===== config.mk =====
export PLATFORM = sky130hd
export DESIGN_NAME = weighted_force_filter_offset
export DESIGN_NICKNAME = d
export VERILOG_FILES = /design/src/rtl/wffo_pkg.sv /design/src/rtl/wffo_mac.sv /design/src/rtl/wffo_ring.sv /design/src/rtl/wffo_div.sv /design/src/rtl/weighted_force_filter_offset.sv
export SDC_FILE = /design/constraint.sdc
export NUM_CORES = 2
export LEC_CHECK = 0
export ABC_CLOCK_PERIOD_IN_PS = 10400
export CAP_MARGIN = 20
export CORE_MARGIN = 4
export CORE_UTILIZATION = 60
export DETAILED_ROUTE_END_ITERATION = 16
export DONT_BUFFER_PORTS = 1
export GPL_TIMING_DRIVEN = 0
export PLACE_DENSITY = 0.76
export SYNTH_ARGS = -nofsm -noshare
export SYNTH_HDL_FRONTEND = slang
export SYNTH_HIERARCHICAL = 1
export SYNTH_SLANG_ARGS = --single-unit

===== constraint.sdc =====
create_clock -name clk -period 10.4 [get_ports clk]
set_clock_uncertainty 0.2 [all_clocks]
set_input_delay 0.52 -clock clk [delete_from_list [all_inputs] [get_ports clk]]
set_output_delay 0.52 -clock clk [all_outputs]
set_load 0.03 [all_outputs]

===== src/rtl/wffo_pkg.sv =====
// ----------------------------------------------------------------------------
// Weighted force filter package
// Widths, filter coefficients, sequencer states and shared helpers.
// ----------------------------------------------------------------------------
package wffo_pkg;

	localparam int DATA_W = 32;
	localparam int CFG_W  = 20;
	localparam int COEF_W = 16;
	localparam int PROD_W = DATA_W + COEF_W;
	localparam int ACC_W  = PROD_W + 2;
	localparam int ROUND_SHIFT = 15;

	// Q1.15 coefficients.
	localparam logic signed [COEF_W-1:0] COEF_HALF  = 16'sd16384;
	localparam logic signed [COEF_W-1:0] COEF_FIFTH = 16'sd6554;
	localparam logic signed [COEF_W-1:0] COEF_TENTH = 16'sd3277;

	localparam logic signed [ACC_W-1:0] ROUND_BIAS = ACC_W'(16384);

	localparam logic [CFG_W-1:0] CAPTURE_RESET = 20'd1000;
	localparam logic [CFG_W-1:0] SEEN_MAX      = '1;

	localparam logic signed [DATA_W-1:0] DATA_MAX = {1'b0, {(DATA_W-1){1'b1}}};
	localparam logic signed [DATA_W-1:0] DATA_MIN = {1'b1, {(DATA_W-1){1'b0}}};

	typedef enum logic [2:0] {
		ST_IDLE,
		ST_MAC,
		ST_FIN,
		ST_SUM,
		ST_DIV,
		ST_OUT
	} state_t;

	typedef enum logic [1:0] {
		TAP_X,
		TAP_Y1,
		TAP_Y2,
		TAP_Y3
	} tap_t;

	typedef struct packed {
		logic clear;
		logic mul_en;
		logic acc_en;
		tap_t tap;
	} mac_ctrl_t;

	function automatic logic signed [DATA_W-1:0] sat_acc(input logic signed [ACC_W-1:0] v);
		logic signed [ACC_W-1:0] hi;
		logic signed [ACC_W-1:0] lo;
		hi = ACC_W'(DATA_MAX);
		lo = ACC_W'(DATA_MIN);
		if (v > hi) begin
			sat_acc = DATA_MAX;
		end else if (v < lo) begin
			sat_acc = DATA_MIN;
		end else begin
			sat_acc = DATA_W'(v);
		end
	endfunction

endpackage


===== src/rtl/wffo_mac.sv =====
// ----------------------------------------------------------------------------
// Weighted force filter multiply-accumulate unit
// One shared multiplier stepped over the four filter taps, then rounding.
// ----------------------------------------------------------------------------
module wffo_mac import wffo_pkg::*; (
	input  logic                     clk,
	input  mac_ctrl_t                ctrl,
	input  logic signed [DATA_W-1:0] x,
	input  logic signed [DATA_W-1:0] h1,
	input  logic signed [DATA_W-1:0] h2,
	input  logic signed [DATA_W-1:0] h3,
	output logic signed [DATA_W-1:0] y
);

	logic signed [DATA_W-1:0] opnd;
	logic signed [COEF_W-1:0] coef;
	logic signed [PROD_W-1:0] prod_q;
	logic signed [ACC_W-1:0]  acc_q;
	logic signed [ACC_W-1:0]  rounded;

	always_comb begin
		unique case (ctrl.tap)
			TAP_X: begin
				opnd = x;
				coef = COEF_HALF;
			end
			TAP_Y1: begin
				opnd = h1;
				coef = COEF_FIFTH;
			end
			TAP_Y2: begin
				opnd = h2;
				coef = COEF_FIFTH;
			end
			TAP_Y3: begin
				opnd = h3;
				coef = COEF_TENTH;
			end
		endcase
	end

	// The product is registered and added to the accumulator in the next cycle.
	always_ff @(posedge clk) begin
		if (ctrl.mul_en) begin
			prod_q <= opnd * coef;
		end
		if (ctrl.clear) begin
			acc_q <= '0;
		end else if (ctrl.acc_en) begin
			acc_q <= acc_q + ACC_W'(prod_q);
		end
	end

	// Halves round toward plus infinity.
	assign rounded = (acc_q + ROUND_BIAS) >>> ROUND_SHIFT;
	assign y = sat_acc(rounded);

endmodule


===== src/rtl/wffo_ring.sv =====
// ----------------------------------------------------------------------------
// Weighted force filter history ring
// Filtered value memory with a fill count, and a walk that sums all entries.
// ----------------------------------------------------------------------------
module wffo_ring import wffo_pkg::*; #(
	parameter  int DEPTH = 16,
	localparam int SUM_W = DATA_W + $clog2(DEPTH) + 1
) (
	input  logic                     clk,
	input  logic                     arst_n,
	input  logic                     wr_en,
	input  logic signed [DATA_W-1:0] wr_data,
	input  logic                     sum_start,
	output logic signed [SUM_W-1:0]  sum,
	output logic                     sum_done
);

	localparam int AW = $clog2(DEPTH);
	localparam int CW = $clog2(DEPTH + 1);
	localparam logic [AW-1:0] LAST_IDX = AW'(DEPTH - 1);
	localparam logic [CW-1:0] FULL     = CW'(DEPTH);

	logic signed [DATA_W-1:0] mem [DEPTH];
	logic [AW-1:0]            wp_q;
	logic [CW-1:0]            fill_q;
	logic                     walking_q;
	logic [AW-1:0]            rd_idx_q;
	logic signed [DATA_W-1:0] rd_data_s1;
	logic                     rd_valid_s1;
	logic                     rd_last_s1;
	logic                     done_q;
	logic signed [SUM_W-1:0]  sum_q;

	always_ff @(posedge clk) begin
		if (wr_en) begin
			mem[wp_q] <= wr_data;
		end
		rd_data_s1 <= mem[rd_idx_q];
	end

	// Entries at or above the fill count were never written and count as zero.
	always_ff @(posedge clk or negedge arst_n) begin
		if (!arst_n) begin
			wp_q        <= '0;
			fill_q      <= '0;
			walking_q   <= 1'b0;
			rd_idx_q    <= '0;
			rd_valid_s1 <= 1'b0;
			rd_last_s1  <= 1'b0;
			done_q      <= 1'b0;
		end else begin
			if (wr_en) begin
				wp_q <= (wp_q == LAST_IDX) ? '0 : wp_q + 1'b1;
				if (fill_q != FULL) begin
					fill_q <= fill_q + 1'b1;
				end
			end
			rd_valid_s1 <= walking_q && (CW'(rd_idx_q) < fill_q);
			rd_last_s1  <= walking_q && (rd_idx_q == LAST_IDX);
			done_q      <= rd_last_s1;
			if (sum_start) begin
				walking_q <= 1'b1;
				rd_idx_q  <= '0;
			end else if (walking_q) begin
				if (rd_idx_q == LAST_IDX) begin
					walking_q <= 1'b0;
				end else begin
					rd_idx_q <= rd_idx_q + 1'b1;
				end
			end
		end
	end

	always_ff @(posedge clk) begin
		if (sum_start) begin
			sum_q <= '0;
		end else if (rd_valid_s1) begin
			sum_q <= sum_q + SUM_W'(rd_data_s1);
		end
	end

	assign sum      = sum_q;
	assign sum_done = done_q;

endmodule


===== src/rtl/wffo_div.sv =====
// ----------------------------------------------------------------------------
// Weighted force filter mean divider
// Rounded ring mean, formed by a multiply with the reciprocal of the depth.
// ----------------------------------------------------------------------------
module wffo_div import wffo_pkg::*; #(
	parameter  int DEPTH = 16,
	localparam int SUM_W = DATA_W + $clog2(DEPTH) + 1
) (
	input  logic                     clk,
	input  logic                     arst_n,
	input  logic                     start,
	input  logic signed [SUM_W-1:0]  sum,
	output logic signed [DATA_W-1:0] quo,
	output logic                     done
);

	localparam int LOG_W  = $clog2(DEPTH);
	localparam int SHIFT  = SUM_W + LOG_W;
	localparam int CH_W   = 16;
	localparam int NCH    = (SUM_W + CH_W) / CH_W;
	localparam int RCP_W  = NCH * CH_W;
	localparam int PR_W   = SUM_W + CH_W;
	localparam int PACC_W = SUM_W + RCP_W;
	localparam int CNT_W  = $clog2(NCH + 1);
	localparam logic [SUM_W-1:0] HALF       = SUM_W'(DEPTH / 2);
	localparam logic [SUM_W-1:0] BIAS       = SUM_W'(DEPTH - 1);
	localparam logic [63:0]      RECIP_FULL =
		((64'd1 << SHIFT) + 64'(DEPTH - 1)) / 64'(DEPTH);
	localparam logic [RCP_W-1:0] RECIP      = RCP_W'(RECIP_FULL);
	localparam logic [CNT_W-1:0] STEPS      = CNT_W'(NCH);

	logic [SUM_W-1:0]  num;
	logic              neg;
	logic [SUM_W-1:0]  mag;
	logic [CH_W-1:0]   digit;
	logic [PR_W-1:0]   prod;
	logic [DATA_W-1:0] mag_quo;

	logic              busy_q;
	logic [CNT_W-1:0]  cnt_q;
	logic [SUM_W-1:0]  mag_q;
	logic [RCP_W-1:0]  rcp_q;
	logic [PACC_W-1:0] acc_q;
	logic              neg_q;
	logic              done_q;

	// A negative numerator is divided as a magnitude biased up, which turns
	// truncation into floor.
	assign num = sum + HALF;
	assign neg = num[SUM_W-1];
	assign mag = neg ? (~num + SUM_W'(1)) + BIAS : num;

	// The magnitude times the rounded-up reciprocal, shifted down, is the exact
	// quotient for every magnitude that fits in SUM_W bits. The reciprocal is
	// taken 16 bits a cycle, from the top.
	assign digit   = rcp_q[RCP_W-1 -: CH_W];
	assign prod    = PR_W'(mag_q) * PR_W'(digit);
	assign mag_quo = acc_q[SHIFT +: DATA_W];

	always_ff @(posedge clk or negedge arst_n) begin
		if (!arst_n) begin
			busy_q <= 1'b0;
			cnt_q  <= '0;
			done_q <= 1'b0;
		end else begin
			done_q <= 1'b0;
			if (start) begin
				busy_q <= 1'b1;
				cnt_q  <= STEPS;
			end else if (busy_q) begin
				cnt_q <= cnt_q - CNT_W'(1);
				if (cnt_q == CNT_W'(1)) begin
					busy_q <= 1'b0;
					done_q <= 1'b1;
				end
			end
		end
	end

	always_ff @(posedge clk) begin
		if (start) begin
			mag_q <= mag;
			rcp_q <= RECIP;
			acc_q <= '0;
			neg_q <= neg;
		end else if (busy_q) begin
			acc_q <= (acc_q << CH_W) + PACC_W'(prod);
			rcp_q <= rcp_q << CH_W;
		end
	end

	assign quo  = neg_q ? -mag_quo : mag_quo;
	assign done = done_q;

endmodule


===== src/rtl/weighted_force_filter_offset.sv =====
// ----------------------------------------------------------------------------
// Weighted force filter with offset capture
// Three-tap recursive force filter with a mean offset capture at a set position.
// ----------------------------------------------------------------------------
// Raw Q16.16 force samples enter on s_axis, one per request, and each gives
// one m_axis result: the filtered value minus the current offset, saturated,
// tuser set on the sample that latched a new offset. The user writes the cfg
// channel capture position only while idle; the block does not enforce it.
//
// A sample is accepted only after the one before it has loaded its result:
// the shared multiplier runs over the four taps in ST_MAC, ST_FIN stores
// the value and ST_OUT loads the output register. On the capture sample
// the ring is walked one entry a cycle and the mean comes from a 3-step
// reciprocal multiply.
//
// Reset clears the history, the sample count and the offset, and sets the
// capture position to 1000. A finished result waits in the output register
// while the next sample is accepted and filtered; a stalled receiver holds
// the block only when that next result is ready to be loaded.
// ----------------------------------------------------------------------------
module weighted_force_filter_offset import wffo_pkg::*; #(
	parameter int RING_DEPTH = 16
) (
	input  logic              clk,
	input  logic              arst_n,
	input  logic              s_axis_tvalid,
	output logic              s_axis_tready,
	input  logic [DATA_W-1:0] s_axis_tdata,   // [31:0] raw_force
	output logic              m_axis_tvalid,
	input  logic              m_axis_tready,
	output logic [DATA_W-1:0] m_axis_tdata,   // [31:0] filtered_force
	output logic [0:0]        m_axis_tuser,   // [0] offset_latched
	input  logic              cfg_valid,
	output logic              cfg_ready,
	input  logic [CFG_W-1:0]  cfg_data
);

	localparam int SUM_W = DATA_W + $clog2(RING_DEPTH) + 1;

	state_t state_q;
	state_t state_d;

	logic [2:0]               k_q;
	logic signed [DATA_W-1:0] x_q;
	logic signed [DATA_W-1:0] h1_q;
	logic signed [DATA_W-1:0] h2_q;
	logic signed [DATA_W-1:0] h3_q;
	logic [CFG_W-1:0]         seen_q;
	logic [CFG_W-1:0]         cap_q;
	logic signed [DATA_W-1:0] offset_q;
	logic signed [DATA_W-1:0] diff_q;
	logic                     latch_q;
	logic                     out_valid_q;
	logic [DATA_W-1:0]        out_data_q;
	logic                     out_user_q;

	mac_ctrl_t                mac_ctrl;
	logic signed [DATA_W-1:0] y;
	logic signed [DATA_W:0]   diff_w;
	logic                     hit;
	logic                     ring_wr;
	logic                     sum_start;
	logic signed [SUM_W-1:0]  ring_sum;
	logic                     sum_done;
	logic signed [DATA_W-1:0] mean;
	logic                     div_done;
	logic                     in_take;
	logic                     out_load;
	logic                     mac_last;

	assign in_take  = s_axis_tvalid && s_axis_tready;
	assign mac_last = (k_q == 3'd4);
	assign hit      = (seen_q == cap_q);
	assign diff_w   = (DATA_W + 1)'(y) - (DATA_W + 1)'(offset_q);

	always_comb begin
		state_d = state_q;
		unique case (state_q)
			ST_IDLE: if (s_axis_tvalid) state_d = ST_MAC;
			ST_MAC:  if (mac_last) state_d = ST_FIN;
			ST_FIN:  state_d = hit ? ST_SUM : ST_OUT;
			ST_SUM:  if (sum_done) state_d = ST_DIV;
			ST_DIV:  if (div_done) state_d = ST_OUT;
			ST_OUT:  if (!out_valid_q || m_axis_tready) state_d = ST_IDLE;
			default: state_d = ST_IDLE;
		endcase
	end

	always_comb begin
		s_axis_tready = 1'b0;
		mac_ctrl      = '{clear: 1'b0, mul_en: 1'b0, acc_en: 1'b0, tap: TAP_X};
		ring_wr       = 1'b0;
		sum_start     = 1'b0;
		out_load      = 1'b0;
		unique case (state_q)
			ST_IDLE: s_axis_tready = 1'b1;
			ST_MAC: begin
				mac_ctrl.clear  = (k_q == 3'd0);
				mac_ctrl.mul_en = !mac_last;
				mac_ctrl.acc_en = (k_q != 3'd0);
				mac_ctrl.tap    = tap_t'(k_q[1:0]);
			end
			ST_FIN: begin
				ring_wr   = 1'b1;
				sum_start = hit;
			end
			ST_SUM: ;
			ST_DIV: ;
			ST_OUT: out_load = !out_valid_q || m_axis_tready;
			default: ;
		endcase
	end

	always_ff @(posedge clk or negedge arst_n) begin
		if (!arst_n) begin
			state_q     <= ST_IDLE;
			k_q         <= '0;
			h1_q        <= '0;
			h2_q        <= '0;
			h3_q        <= '0;
			seen_q      <= '0;
			cap_q       <= CAPTURE_RESET;
			offset_q    <= '0;
			out_valid_q <= 1'b0;
		end else begin
			state_q <= state_d;
			if (in_take) begin
				k_q <= '0;
			end else if (state_q == ST_MAC) begin
				k_q <= k_q + 1'b1;
			end
			if (cfg_valid) begin
				cap_q <= cfg_data;
			end
			if (state_q == ST_FIN) begin
				h3_q <= h2_q;
				h2_q <= h1_q;
				h1_q <= y;
				if (seen_q != SEEN_MAX) begin
					seen_q <= seen_q + 1'b1;
				end
			end
			if (div_done) begin
				offset_q <= mean;
			end
			if (out_load) begin
				out_valid_q <= 1'b1;
			end else if (m_axis_tready) begin
				out_valid_q <= 1'b0;
			end
		end
	end

	// The difference uses the offset in force before any new capture.
	always_ff @(posedge clk) begin
		if (in_take) begin
			x_q <= s_axis_tdata;
		end
		if (state_q == ST_FIN) begin
			diff_q  <= sat_acc(ACC_W'(diff_w));
			latch_q <= hit;
		end
		if (out_load) begin
			out_data_q <= diff_q;
			out_user_q <= latch_q;
		end
	end

	wffo_mac u_mac (
		.clk  (clk),
		.ctrl (mac_ctrl),
		.x    (x_q),
		.h1   (h1_q),
		.h2   (h2_q),
		.h3   (h3_q),
		.y    (y)
	);

	wffo_ring #(.DEPTH(RING_DEPTH)) u_ring (
		.clk       (clk),
		.arst_n    (arst_n),
		.wr_en     (ring_wr),
		.wr_data   (y),
		.sum_start (sum_start),
		.sum       (ring_sum),
		.sum_done  (sum_done)
	);

	wffo_div #(.DEPTH(RING_DEPTH)) u_div (
		.clk    (clk),
		.arst_n (arst_n),
		.start  (sum_done),
		.sum    (ring_sum),
		.quo    (mean),
		.done   (div_done)
	);

	assign cfg_ready     = 1'b1;
	assign m_axis_tvalid = out_valid_q;
	assign m_axis_tdata  = out_data_q;
	assign m_axis_tuser  = out_user_q;

endmodule


* Word-level counts from Yosys, hierarchy flattened
Memory sizes are Yosys's and may differ from the RTL's. A register that Yosys moved wholly into a read port is not among the register bits.
Cells that the tools add are included.
** Storage, ports and cells
- Bits in registers :: 541
- RAM bits :: 512
- Output and inout port bits :: 36
- Memories :: 1
** Operators by class
- $add $sub $neg :: 15
- $mul :: 2
- Magnitude comparators :: 5
- Equal/unequal tests :: 21
- Multiplexer cells :: 40
- Bitwise logic cells :: 1
- Reduce and logical (&&, ||, !) cells :: 19
** Memory list
- u_ring.mem :: words 16, width 32, read ports 1, clocked after memory_dff 1, write ports 1, RTL line wffo_ring.sv:23 : logic signed [DATA_W-1:0] mem [DEPTH];
** Operators with widths (count)
- two-way mux 32 bit :: 4
- one-hot mux 32 bit (4 select lines) :: 1
- adder 37 x 4 -> 37 bit (second input constant) :: 2
- adder 73 x 43 -> 73 bit :: 1
- adder 50 x 16 -> 50 bit (second input constant) :: 1
- adder 50 x 48 -> 50 bit :: 1
- multiplier 32 x 16 -> 48 bit :: 1
- one-hot mux 16 bit (3 select lines) :: 1
- multiplier 37 x 1 -> 38 bit :: 1
- adder 37 x 1 -> 37 bit (second input constant) :: 1
- adder 37 x 32 -> 37 bit :: 1
- inverter 37 bit :: 1
- two-way mux 36 bit :: 1
- greater-than comparator 35 x 32 -> 1 bit (second input constant) :: 1
- less-than comparator 35 x 32 -> 1 bit (second input constant) :: 1
- greater-than comparator 33 x 32 -> 1 bit (second input constant) :: 1
- less-than comparator 33 x 32 -> 1 bit (second input constant) :: 1
- subtractor 32 x 32 -> 33 bit :: 1
- negation 32 bit :: 1
- two-way mux 3 bit :: 8
- adder 20 x 1 -> 20 bit (second input constant) :: 1
- == test 20 bit :: 1
- != test 20 bit (second input constant) :: 1
- one-hot mux 3 bit (6 select lines) :: 1
- other kinds (28) :: 68

* Longest topological paths before layout
- Depth after elaboration :: 7
- Depth in mapped cells :: 37
- Depth with buffers taken out :: 34

* Hierarchy
The synthesis kept the hierarchy.
** By module, submodules not included
- wffo_ring :: times used 1, cells an instance 1277, area each 24020.5 um^2, sequential area each 17181.5 um^2
- wffo_mac :: times used 1, cells an instance 2393, area each 21548.2 um^2, sequential area each 2442.3 um^2
- weighted_force_filter_offset :: times used 1, cells an instance 1134, area each 12099.1 um^2, sequential area each 7329.5 um^2
- wffo_div :: times used 1, cells an instance 913, area each 7948.9 um^2, sequential area each 2622.5 um^2

* Least setup slack after synthesis
No wires, ideal clock.
- Path kind :: register -> register
- From :: register state_q[0]
- To :: register u_mac.prod_q[43], data pin
- Setup time :: 0.262 ns
- Data arrival time :: 8.066 ns
- Setup slack :: 1.872 ns
- Stages on the path, launching flop included :: 33
- Cells stage by stage :: dfrtp_1 -> clkbuf_1 -> nor2b_1 -> nand2_1 -> nor2_1 -> ha_1 -> clkbuf_1 -> clkbuf_1 -> clkbuf_1 -> clkbuf_1 -> clkbuf_1 -> nand2_1 -> fa_1 -> fa_1 -> inv_1 -> fa_1 -> fa_1 -> fa_1 -> inv_1 -> fa_1 -> inv_1 -> ha_1 -> a21o_1 -> a21o_1 -> a211o_1 -> a21oi_1 -> and3_1 -> o31a_1 -> o31a_1 -> o21ai_1 -> a211oi_2 -> o31ai_1 -> xnor2_1
** RTL lines
- start, declared :: RTL line weighted_force_filter_offset.sv:40 : state_t state_q;
- start signal, assigned :: RTL line weighted_force_filter_offset.sv:126 : state_q <= state_d;
- end signal, assigned :: RTL line wffo_mac.sv:45 : prod_q <= opnd * coef;
- end, declared :: RTL line wffo_mac.sv:17 : logic signed [PROD_W-1:0] prod_q;

==> impl_metrics.py <==
metrics = {
    "clocking": {
        "clk_latency_ps": 730,
        "clock_sinks": 1080,
        "cts_tree": "built",
        "cts-buffers-inserted": 110,
        "cts-root-buf": "clkbuf_16",
        "clkTransAtPathRegs_ps": 60,
        "htree_num_levels": 3,
        "cts_max_path_buffers": 3,
    },
    "setup_path": {
        "worstSetupPathType": "reg -> reg",
        "worstPathArrival_ps": 10370,
        "worstSetupStartpointType": "flop",
        "crit_fanout": 11,
        "crit_family": "adder cells",
        "crit_path_end_kind": "flop",
        "cp.required_ps": 10640,
        "cp_slowest_stage_delay_ps": 960,
        "critPathSlowestCell": "a222oi_1",
        "cp_num_buf_inv": 8,
    },
    "synthesis": {
        "synth_seq_cells": 1080,
        "synth-edff-count": 696,
        "syn-cell-area_um2": 65600,
        "seq_area_frac_synth_pct": 45.1,
        "netlist_instances": 5717,
        "yosys-top-cells-count": "edfxtp_1, inv_1, nand2_1, ha_1, fa_1",
        "synth_cell_types": 120,
        "synth_top_area_cell": "edfxtp_1",
        "avgSynthCellArea_um2": 11.5,
        "ys.flop_type": "edfxtp_1",
        "ys_warn_count": 6,
        "synth_area_leaders": "edfxtp_1, fa_1, dfrtp_1",
        "yosysMostFrequentCell": "edfxtp_1",
        "synth_top_area_share_pct": 31.9,
        "syn-num-nets": 6467,
        "synthArstFlopShare_pct": 18.1,
    },
    "pwr": {
        "p_per_area_nw_per_um2": 328,
        "p_leak_uw": 0.0302,
        "combinationalPowerShare_pct": 55.3,
        "peakVddDrop_mv": 0.235,
        "power_uw": 24000,
        "p_sw_uw": 10600,
        "swShare_pct": 44.3,
        "p_clk_share_pct": 16.9,
        "p_seq_share_pct": 27.8,
        "p_int_uw": 13300,
    },
    "route": {
        "wl_um": 181000,
        "num_vias": 45500,
        "remaining_drc_errors": 0,
        "viasPerCell": 6.09,
        "postRouteAntennaNets": 0,
        "dr.pass1.iters": 6,
        "drt_iter0_drc": 4492,
        "wl_per_cell_um": 24.2,
    },
    "cells_and_area": {
        "syn_to_final_growth_pct": 11.3,
        "drive_above_1_share_pct": 10.4,
        "layout.cells.non_filler": 7470,
        "layout.nets": 6706,
        "fin_area_um2": 73000,
    },
    "die": {
        "rows": 121,
        "core_um2": 109000,
        "die_h_um": 339,
        "die_w_um": 339,
        "num_io_pins": 93,
        "initial_core_util_pct": 60.4,
        "die_area_um2": 115000,
    },
    "place": {
        "io_buffers": 0,
        "post_dp_cell_area_um2": 68400,
        "dp_cells": 7182,
        "dp.final_hpwl_um": 134000,
        "gp_congestion": 0.950,
    },
    "global_routing": {
        "grt_max_degree": 197,
        "grt_usage_pct": 31.3,
        "overflow": 0,
        "grt_pass1_vias": 45900,
        "grt_pass1_wl_um": 276000,
        "antenna_found_initial": 10,
    },
    "timing": {
        "max-slew-margin-rel_pct": 8.40,
        "whs_ps": 147,
        "worst_pin_slew_ps": 1370,
        "min_period_over_period_pct": 97.4,
        "hold_viol": 0,
        "fmax_ghz": 0.0987,
        "report.final.slew_viol_count": 0,
        "finalSetupViolations": 0,
        "rsz0062_at_grt": "false",
        "layout_min_cycle_time_ps": 10130,
    },
    "min_path": {
        "holdCritPathClass": "in -> async",
    },
    "status": {
        "status": "complete, no violations",
    },
    "run": {
        "drv_cap": 0,
    },
}
stage by stage:
stage	util, %	TNS (ps)	setup slack (ps)
floorplan	-	0	1870
global placement	62.0	-8900	-873
detailed placement	62.9	-10250	-934
CTS	67.0	0	3.60
global route	67.2	0	4.45
finish	67.2	0	273
layout by cell type (no fill, tap or decap), types with 23 or more instances in the layout:
cell type	instances
edfxtp_1	696
inv_1	678
nand2_1	567
ha_1	352
fa_1	340
nor2_1	289
xnor2_1	247
a21oi_1	242
dfrtp_1	189
dfxtp_1	188
clkbuf_1	177
o21ai_0	174
mux4_2	160
xor2_1	129
clkbuf_16	113
a21o_1	106
nand3_1	98
mux2i_1	82
and2_1	75
nand4_1	71
and3_1	56
dlygate4sd3_1	55
a211oi_1	51
nor2b_1	44
o21bai_1	40
nor3_1	37
nand2b_1	35
a222oi_1	32
a31oi_1	30
o21a_1	28
o21ai_2	28
buf_1	28
mux2_2	26
buf_2	26
buf_4	24
clkinv_2	24
or2_2	23
per-layer routing:
| metal | GRT usage (%) | share of wire [%] | vias to the layer above |
|---|---|---|---|
| met2 | 54.7 | 50 | 1907 |
| li1 | - | - | 20500 |
| met1 | 39.0 | 37 | 22600 |
| met5 | 0 | 0.023 | - |
| met3 | 4.57 | 7.0 | 458 |
| met4 | 13.9 | 5.3 | 6 |
path summary, 6_finish.rpt:
kind / startpoint / end / slack, ps / depth (start not counted)
worst max-delay path: state_q[0] / u_mac/prod_q[46] / 270 / 34
worst min-delay path: arst_n / cap_q[12] / 150 / 2
worst max register to register: state_q[0] / u_mac/prod_q[46] / 270 / 34
worst min register to register: u_ring/rd_last_s1 / u_ring/sum_done / 170 / 0
max in group asynchronous: arst_n / u_ring/sum_done / 8610 / 2
min in group clk: u_ring/rd_last_s1 / u_ring/sum_done / 170 / 0
sequential cells by signal, indices dropped and copies added (netlist names), 2 cells and up:
name               count
cap_q                 20
diff_q                32
h1_q                  32
h2_q                  32
h3_q                  32
k_q                    3
m_axis_tdata          32
offset_q              32
seen_q                20
state_q                3
u_div/acc_q           68
u_div/cnt_q            2
u_div/mag_q           37
u_mac/acc_q           50
u_mac/prod_q          48
u_ring/fill_q          5
u_ring/mem           512
u_ring/rd_data_s1     32
u_ring/rd_idx_q        4
u_ring/sum            37
u_ring/wp_q            4
x_q                   32
power by group through the flow:
stage	Sequential, uW	Clock [uW]	Combinational [uW]
6_report	6660	4050	13300
5_1_grt	6710	4290	14700
4_1_cts	6650	4100	13100
3_5_place_dp	6720	0	12900
3_3_place_gp	6750	0	12400
2_1_floorplan	6540	0	9430
kinds of logic (layout without fill, tap and decap cells):
kind of cell / count (synthesis) / after routing / synth area share, %
buf+inv: 915 / 1251 / 5.34
other cells: 1 / 4 / 0.00572
xor+xnor: 377 / 377 / 5.03
compound gates: 949 / 949 / 9.78
fa+ha+maj: 696 / 696 / 17.2
simple gates: 1431 / 1431 / 10.4
mux: 268 / 268 / 7.19
flops: 1080 / 1080 / 45.1
area by class of cell:
class                   count  area (um2)
repair buffers            129        1610
plain buffers             232         955
diodes                      3        7.51
fillers                  7882       35700
inverters                 681        2560
flip-flops and latches   1080       29600
clock buffers             147        3100
multi-input cells        3722       32800
well taps                1414        1770
clock inverters            62         631
worst reg2reg max path: cells and delay by family (launching register included):
family / cells / cell delay [ps]
AO/OA/AOI/OAI: 8 / 2730
XOR/XNOR: 2 / 270
adder cells (fa/ha/maj): 8 / 3490
buffers and inverters: 8 / 1120
flip-flops: 1 / 500
AND/OR/NAND/NOR: 8 / 1570
what timing repair did:
action | CTS | global route
hold buffers | 56 | 0
setup buffers | 5 | 8
hold endpoints to repair | 252 | 0
resized for setup | 14 | 17
pin swaps | 6 | 10
endpoints found under the setup margin | 19 | 17
(Power assumes the default switching activity.)
